### config.mk
export PLATFORM = sky130hd
export DESIGN_NAME = lev_cell
export DESIGN_NICKNAME = d
export VERILOG_FILES = /design/src/rtl/lev_pkg.sv /design/src/rtl/lev_cell.sv
export SDC_FILE = /design/constraint.sdc
export NUM_CORES = 1
export LEC_CHECK = 0
export BUFFER_PORTS_ARGS = -buffer_cell sky130_fd_sc_hd__buf_2
export CAP_MARGIN = 20
export CORE_ASPECT_RATIO = 1.5
export CORE_MARGIN = 2
export CORE_UTILIZATION = 51
export DETAILED_ROUTE_END_ITERATION = 16
export PLACE_DENSITY = 0.85
export SYNTH_ARGS = -nofsm -noshare
export SYNTH_HDL_FRONTEND = slang
export SYNTH_SLANG_ARGS = --single-unit
### constraint.sdc
create_clock -name vclk -period 7.2
set_input_delay 1.44 -clock vclk [all_inputs]
set_output_delay 1.44 -clock vclk [all_outputs]
set_load 0.03 [all_outputs]
### src/rtl/lev_pkg.sv
`default_nettype none

package lev_pkg;

   // Command codes carried on req_tuser.
   localparam logic [1:0] CMD_REF    = 2'd0;
   localparam logic [1:0] CMD_QUERY  = 2'd1;
   localparam logic [1:0] CMD_REPORT = 2'd2;

   localparam int CMD_W       = 2;
   localparam int SYM_W       = 8;
   localparam int DIST_W      = 9;
   localparam int RSP_TDATA_W = 16;

   // Enables from the sequencer to the row and reference memories.
   typedef struct packed {
      logic ref_we;
      logic row_we;
      logic rd_en;
   } mem_ctl_type;

endpackage

`default_nettype wire

### src/rtl/lev_cell.sv
`default_nettype none

module lev_cell #(
   parameter int CW = 9
) (
   input  wire logic [CW-1:0]          up,
   input  wire logic [CW-1:0]          left,
   input  wire logic [CW-1:0]          diag,
   input  wire logic [lev_pkg::SYM_W-1:0] ref_sym,
   input  wire logic [lev_pkg::SYM_W-1:0] qry_sym,
   output logic      [CW-1:0]          cost
);
   import lev_pkg::*;

   logic [CW-1:0] min_ul;
   logic [CW-1:0] min_all;
   logic [CW:0]   bumped;

   always_comb begin
      min_ul  = (up < left) ? up : left;
      min_all = (min_ul < diag) ? min_ul : diag;
      bumped  = {1'b0, min_all} + (CW+1)'(1);
      // A matching byte carries the diagonal cost over unchanged.
      if (ref_sym == qry_sym) begin
         cost = diag;
      end else begin
         cost = bumped[CW-1:0];
      end
   end

endmodule

`default_nettype wire

==> flow_metrics.tcl <==
set metrics [dict create \
    run_status "completed" \
    synth-xor-area-share_pct 8.750 \
    post_cts_buffers 0 \
    ys_types 37 \
    ys_top_cells_by_area "ha_1 18%, inv_1 6.9%, xor2_1 6.6%" \
    vdd_drop_max_mv 0.1030 \
    synth_common_cells "22 x inv_1, 17 x ha_1, 16 x nand2_1, 15 x nand3_1" \
    critPathRequiredTime_ps 5760 \
    max_freq_mhz 143.2 \
    dpl_cell_area_um2 1558 \
    finalWirelength_mm 3.563 \
    netlist_instances 182 \
    arrival_ps 5540 \
    synthAdderAreaFrac_pct 17.71 \
    floorplan.initialDensity_pct 53.78 \
    syn_nets 242 \
    timing.hold.ws_ps 3281 \
    crit_path_max_incr_delay_ps 410 \
    die_h_um 63.44 \
    multi_input_area_um2 1174 \
    tightestPinTransition_ps 344.4 \
    grt_max_degree 13 \
    setup_tns_ps 0 \
    synth_most_common_cell "inv_1" \
    dr.pass1.iters 4 \
    io_pins 52 \
    min-delay-path-class "in -> out" \
    drv_cap 0 \
    vias_per_cell 5.954 \
    synth_top_area_share_pct 17.71 \
    die_w_um 43.63 \
    rows 21 \
    netlist_area_um2 1201 \
    areaGrowthSynthToFinish_pct 36.98 \
    p_per_area_nw_per_um2 117.0 \
    nNetsFinal 302 \
    holdPathStages 3 \
    avgRoutedWirePerCell_um 13.55 \
    grt_first_pass_wirelength_mm 5.927 \
    path_max_fanout 9 \
    layout.area.seq_um2 0 \
    n_fill_cell 203 \
    cp_cell_sequence "buf_2 > inv_1 > ha_1 > nand4_1 > or3_4 > o211a_4 > buf_4 > nand2_1 > o21ai_0 > ha_1 > nand4_1 > nor3_2 > o2111ai_2 > o221a_4 > and2_4 > a21oi_4 > ha_4 > nand2_1 > nor2_1 > mux2i_1 > a21oi_1 > xnor2_1 > a211oi_2 > buf_2" \
    final_cell_area_um2 1645 \
    postRouteAntennaNets 0 \
    grt_pass1_vias 1510 \
    dpl.hpwl_mm 2.973 \
    numPortBuffers 52 \
    design.seq.count 0 \
    synth_mux_area_share_pct 9.583 \
    yosys.area.top_type "ha_1" \
    synth_warnings 0 \
    worstSetupEndpointType "primary output" \
    drt_iter0_drc 31 \
    fin_crit_ps 6983 \
    final.period_utilization_pct 96.99 \
    final.setup.worst_slack_ps 216.7 \
    antenna_found_initial 0 \
    power_mw 0.1926 \
    yosysSeqAreaShare_pct 0 \
    coreArea_um2 2233 \
    setup_viol 0 \
    dieArea_um2 2767 \
    gr-usage-all-layers_pct 26.21 \
    syn_avg_cell_area_um2 6.600 \
    cp-start-kind "input port" \
    dp_slack_ps -95.99 \
    power.leakage_nw 0.8447 \
    vias 1566 \
    synth_top_family_by_area "simple AND/OR/NAND/NOR gates" \
    synth_compound_area_share_pct 24.69 \
    grt-ovfl-total 0 \
    drcViolationCount 0 \
    crit_slowest_cell "or3_4" \
    final-max-slew-violation-count 0 \
    gp_congestion 0.9454 \
    synth-simple-area-share_pct 29.48 \
    slew_headroom_pct 76.99 \
    finalHoldViolations 0 \
    drive_gt1_share_pct 35.42 \
    critical_path_class "in -> out" \
    n_antenna_cell 0 \
    clockBufferCount 0 \
]
[cell usage in the layout, fill, tap and decap left out, types with 2 or more instances in the layout]
master,Yosys,final
a211oi_2,0,3
a21o_1,5,5
a21oi_1,12,11
a31oi_1,3,3
and3_1,2,2
buf_2,1,51
buf_4,0,13
ha_1,17,16
inv_1,22,22
mux2_2,4,4
mux2i_1,7,5
nand2_1,16,16
nand2b_1,2,2
nand3_1,15,15
nand4_1,6,6
nor2_1,12,12
nor3_1,6,5
nor4_1,4,4
o211ai_1,2,2
o21ai_0,5,3
o31a_1,2,2
or3_1,3,2
or4_1,3,3
xnor2_1,3,3
xor2_1,9,9
[where the power goes]
part / switching (mW) / internal (mW)
logic: 0.111 / 0.0818
registers: 0 / 0
clock network: 0 / 0
[metrics by stage]
stage | utilization (%) | cells
after floorplan | - | 182
after global placement | 69.75 | 263
after detailed placement | 69.75 | 263
after CTS | 70.25 | 263
after global routing | 73.67 | 263
final | 73.67 | 263
[critical path, delay by kind of cell]
family	cells	cell delay (ps)
compound gates	7	1150
fa+ha+maj	3	810
buf+inv	4	520
mux	1	130
xor+xnor	1	100
simple gates	8	1390
[per-layer routing]
layer / global-route usage [%] / vias to the layer above / share of wire (%)
li1: - / 787 / -
met1: 29.83 / 709 / 41
met2: 50.37 / 62 / 52
met3: 1.719 / 8 / 5.2
met4: 5.303 / 0 / 1.6
met5: 0 / - / 0
[logic make-up (layout without fill, tap and decap cells)]
family | Yosys count | after routing
fa+ha+maj | 17 | 17
simple gates | 71 | 71
buf+inv | 29 | 87
mux | 11 | 11
xor+xnor | 12 | 12
compound gates | 42 | 42
[timing repair]
action                     4_1_cts  5_1_grt
hold buffers                     0        0
hold endpoints to repair         0        0
pin swaps                        0        6
setup endpoints to repair        3        4
gates resized for setup          3       15
[cell type report]
type | count | share of cell area [%]
multi-input combinational | 153 | 71.33
timing repair buffer | 65 | 21.90
tap | 23 | 1.749
inverter | 22 | 5.019
[final timing paths]
path	startpoint	endpoint	slack, ps
setup / recovery	left[8]	cost[8]	220
hold / removal	diag[6]	cost[6]	3280
(Power assumes the default switching activity.)
