### src/rtl/lev_pkg.sv
`default_nettype none

package lev_pkg;

   // Command codes carried on req_tuser.
   localparam logic [1:0] CMD_REF    = 2'd0;
   localparam logic [1:0] CMD_QUERY  = 2'd1;
   localparam logic [1:0] CMD_REPORT = 2'd2;

   localparam int CMD_W       = 2;
   localparam int SYM_W       = 8;
   localparam int DIST_W      = 9;
   localparam int RSP_TDATA_W = 16;

   // Enables from the sequencer to the row and reference memories.
   typedef struct packed {
      logic ref_we;
      logic row_we;
      logic rd_en;
   } mem_ctl_type;

endpackage

`default_nettype wire

### src/rtl/lev_mem.sv
`default_nettype none

module lev_mem #(
   parameter int DEPTH = 256,
   parameter int AW    = 8,
   parameter int CW    = 9
) (
   input  wire logic                       clock,
   input  wire lev_pkg::mem_ctl_type       ctl,
   input  wire logic [AW-1:0]              ref_wr_addr,
   input  wire logic [lev_pkg::SYM_W-1:0]  ref_wr_data,
   input  wire logic [AW-1:0]              row_wr_addr,
   input  wire logic [CW-1:0]              row_wr_data,
   input  wire logic [AW-1:0]              rd_addr,
   output logic      [lev_pkg::SYM_W-1:0]  ref_rd_data,
   output logic      [CW-1:0]              row_rd_data
);
   import lev_pkg::*;

   // Entry k of the row memory holds cost row entry k+1; entry zero lives in a register.
   logic [SYM_W-1:0] ref_mem [DEPTH];
   logic [CW-1:0]    row_mem [DEPTH];

   always_ff @(posedge clock) begin
      if (ctl.ref_we) begin
         ref_mem[ref_wr_addr] <= ref_wr_data;
      end
      if (ctl.rd_en) begin
         ref_rd_data <= ref_mem[rd_addr];
      end
   end

   always_ff @(posedge clock) begin
      if (ctl.row_we) begin
         row_mem[row_wr_addr] <= row_wr_data;
      end
      if (ctl.rd_en) begin
         row_rd_data <= row_mem[rd_addr];
      end
   end

endmodule

`default_nettype wire

### config.mk
export PLATFORM = sky130hd
export DESIGN_NAME = lev_mem
export DESIGN_NICKNAME = d
export VERILOG_FILES = /design/src/rtl/lev_pkg.sv /design/src/rtl/lev_mem.sv
export SDC_FILE = /design/constraint.sdc
export NUM_CORES = 2
export LEC_CHECK = 0
export BUFFER_PORTS_ARGS = -buffer_cell sky130_fd_sc_hd__buf_2
export CAP_MARGIN = 20
export CORE_MARGIN = 10
export CORE_UTILIZATION = 50
export DETAILED_ROUTE_END_ITERATION = 8
export HOLD_SLACK_MARGIN = 0.06
export PLACE_DENSITY = 0.65
export SLEW_MARGIN = 20
export SYNTH_ARGS = -nofsm -noshare
export SYNTH_HDL_FRONTEND = slang
export SYNTH_MEMORY_MAX_BITS = 65536
export SYNTH_SLANG_ARGS = --single-unit
### constraint.sdc
create_clock -name clock -period 5.9 [get_ports clock]
set_clock_uncertainty 0.15 [all_clocks]
set_input_delay 0.885 -clock clock [delete_from_list [all_inputs] [get_ports clock]]
set_output_delay 0.885 -clock clock [all_outputs]
set_load 0.03 [all_outputs]
==> impl_metrics.py <==
metrics = {
    "clock_network": {
        "cts_resized": 0,
        "cts_buffer_depth": 4,
        "clock-root-buffer": "clkbuf_16",
        "cts_setup_buffers": 0,
        "cts_htree_levels": 5,
        "clock-sinks": 4369,
        "cts_tree": "yes",
        "cts_buffers": 419,
        "cts_hold_buffers": 0,
        "worstSkewPairLatency_ns": 0.97,
        "path_clk_slew_ns": 0.06,
    },
    "grt": {
        "grt-ovfl-total": 0,
        "grt_pass1_vias": 84770,
        "grt_first_pass_wirelength_microns": 627200,
        "grt_antenna_before_repair": 27,
        "grt_usage": 0.2346,
        "grt_max_degree": 180,
    },
    "outcome": {
        "outcome": "finished, final reports clean",
    },
    "logic_synthesis": {
        "syn_nets": 8294,
        "ys_seq_area_frac": 0.7716,
        "synth_top_area_share": 0.7716,
        "ys_ff_latch": 4369,
        "synth-edff-count": 4369,
        "synth-warning-count": 0,
        "synth.avg_cell_area_sq_um": 20.61,
        "synth.cell_area_sq_mm": 0.1700,
        "synth.top_cells.by_area": "edfxtp_1 (77%), mux4_2 (12%), mux2i_1 (3.0%)",
        "netlist_instances": 8249,
        "synth_cell_type_count": 56,
        "synth_flop_cell": "edfxtp_1",
        "yosysTopAreaCell": "edfxtp_1",
        "async_flop_share": 0,
    },
    "power_and_ir_drop": {
        "power_leakage_uw": 0.05899,
        "clkPwrFrac": 0.414,
        "switchingPower_uw": 13670,
        "ir_drop_mv": 0.2302,
        "p_per_area_mw_per_mm2": 338.1,
        "swShare": 0.2135,
        "p_int_uw": 50360,
        "seqPwrFrac": 0.536,
        "power_frac_comb": 0.050,
    },
    "timing": {
        "fin_crit_sh": 0.7258,
        "setup_slack_ns": 1.618,
        "drv_slew": 0,
        "min_period_ns": 4.282,
        "max_freq_mhz": 233.5,
        "slew_headroom": 0.1699,
        "whs_ns": 0.2161,
        "rsz0062_at_grt": "false",
        "finalSetupViolCount": 0,
        "finalHoldViolCount": 0,
        "setup-tns-final_ns": 0,
        "worst_pin_slew_ns": 1.245,
    },
    "drt": {
        "wl_per_cell_microns": 32.74,
        "drt_iter0_markers": 11310,
        "dr.pass1.iters": 6,
        "num_vias": 85390,
        "routed_via_density": 6.396,
        "wl_microns": 437100,
        "ant_nets": 0,
        "drc": 0,
    },
    "floorplan": {
        "die_area_sq_mm": 0.3638,
        "coreArea_sq_mm": 0.3392,
        "io-pin-count": 62,
        "rows": 214,
        "die_h_microns": 603.2,
        "dieWidth_microns": 603.2,
        "start_util": 0.5012,
    },
    "final_layout": {
        "syn2layout_area_growth_pct": 11.38,
        "fin_util": 0.5583,
        "stdcell_area_sq_mm": 0.1894,
        "drive_above_1_share": 0.2128,
        "nets": 8509,
    },
    "worst_setup_path": {
        "crit_path_end_kind": "flop",
        "cp_max_fo": 85,
        "worstSetupPathType": "input pin to flop",
        "worstPathRequired_ns": 6.54,
        "start_kind": "input pin",
        "cp_data_arrival_time_ns": 4.92,
    },
    "job": {
        "maxCapViolCount": 0,
    },
    "placed_design": {
        "placed_area_sq_mm": 0.1759,
        "port_buffers": 61,
        "dp_hpwl_microns": 270200,
        "gp_congestion": 0.9035,
        "pre_cts_slack_ns": 0.6885,
    },
    "min_path": {
        "hold_class": "input pin to flop",
    },
}
[critical path, stage by stage]
cell and delay [ns]:
buf_8 0.27, nand2b_4 0.53, buf_12 0.42, o22ai_1 0.35, mux2i_1 0.25, a221oi_1 0.70
o2111ai_1 0.19, or4_1 0.81, nor3_1 0.27
[kinds of logic (layout without fill, tap and decap cells)]
logic type             after synthesis  count (layout)  share of synthesized area
DFF                               4369            4369                     0.7716
muxes                             1446            1446                     0.1512
and+or+nand+nor                   1144            1144                    0.02912
AOI/OAI and AO/OA                  776             776                    0.03118
buffers and inverters              514            1068                    0.01691
other                                0              12                          0
[layer usage]
layer	up-vias	share of wire	track usage
li1	34840	-	-
met1	45070	0.40	0.3398
met2	4701	0.47	0.3613
met3	763	0.10	0.05206
met4	12	0.034	0.07059
met5	-	0.00019	0
[final timing paths]
kind | slack (ns) | end | start | depth (start not counted)
worst max-delay path | 1.62 | row_rd_data[1]$_DFFE_PP_ | rd_addr[1] | 9
worst min-delay path | 0.22 | row_mem[28][1]$_DFFE_PP_ | row_wr_data[1] | 1
worst max register to register | 2.63 | ref_rd_data[0]$_DFFE_PP_ | ref_mem[187][0]$_DFFE_PP_ | 6
worst min register to register | 0.98 | row_rd_data[2]$_DFFE_PP_ | row_mem[10][2]$_DFFE_PP_ | 5
[state kept, by name, indices dropped and copies added (netlist names)]
name / flops
ref_rd_data: 8
row_rd_data: 9
ref_mem: 2048
row_mem: 2304
[metrics by stage]
step	power, uW	instances
finish	64030	13350
global route	65700	13350
CTS	64310	13340
detailed placement	38130	12580
floorplan	36630	8249
global placement	38070	12580
[cell usage after synthesis (6+ instances only)]
library cell / instances
nor3_1: 195
or4_1: 15
nand2_1: 132
a21oi_1: 151
buf_8: 12
nand4_1: 16
a22o_1: 30
clkbuf_1: 233
buf_2: 105
a211oi_1: 27
o2111ai_1: 12
nor2b_1: 14
a31oi_1: 6
a221oi_1: 50
edfxtp_1: 4369
mux4_2: 895
nand2b_1: 11
buf_4: 48
nand3_1: 46
buf_6: 60
nor2_1: 658
o22ai_1: 215
and3_1: 10
or3_1: 7
mux2i_1: 518
o21ai_0: 74
nor4_1: 16
buf_1: 49
mux2_2: 33
o221ai_1: 129
o211ai_1: 14
a22oi_1: 53
o22ai_2: 6
[cells in the final DEF, fill, tap and decap left out, drive strengths merged, types with 74 or more instances in the layout]
cell type and instances:
a21oi 151, buf 298, clkbuf 504, clkinv 186, edfxtp 4369, mux2i 518
mux4 895, nand2 132, nor2 658, nor3 195, o21ai 74, o221ai 129
o22ai 221
[cell type report]
| class | instances | area (sq um) |
|---|---|---|
| antenna | 12 | 30.03 |
| clock buffer | 498 | 10950 |
| clock inverter | 262 | 2490 |
| fill | 24990 | 149900 |
| inverter | 4 | 31.28 |
| multi-input combinational | 3366 | 36100 |
| sequential | 4369 | 131200 |
| tap | 4536 | 5675 |
| timing repair buffer | 304 | 2919 |
[power by group through the flow]
stage                     sequential (uW)  clock (uW)  combinational (uW)
after floorplan                     34900           0                1690
after global placement              35000           0                3120
after detailed placement            35000           0                3170
after CTS                           34300       26800                3180
after global routing                34300       28100                3350
final                               34300       26500                3190
(Power assumes the default switching activity.)
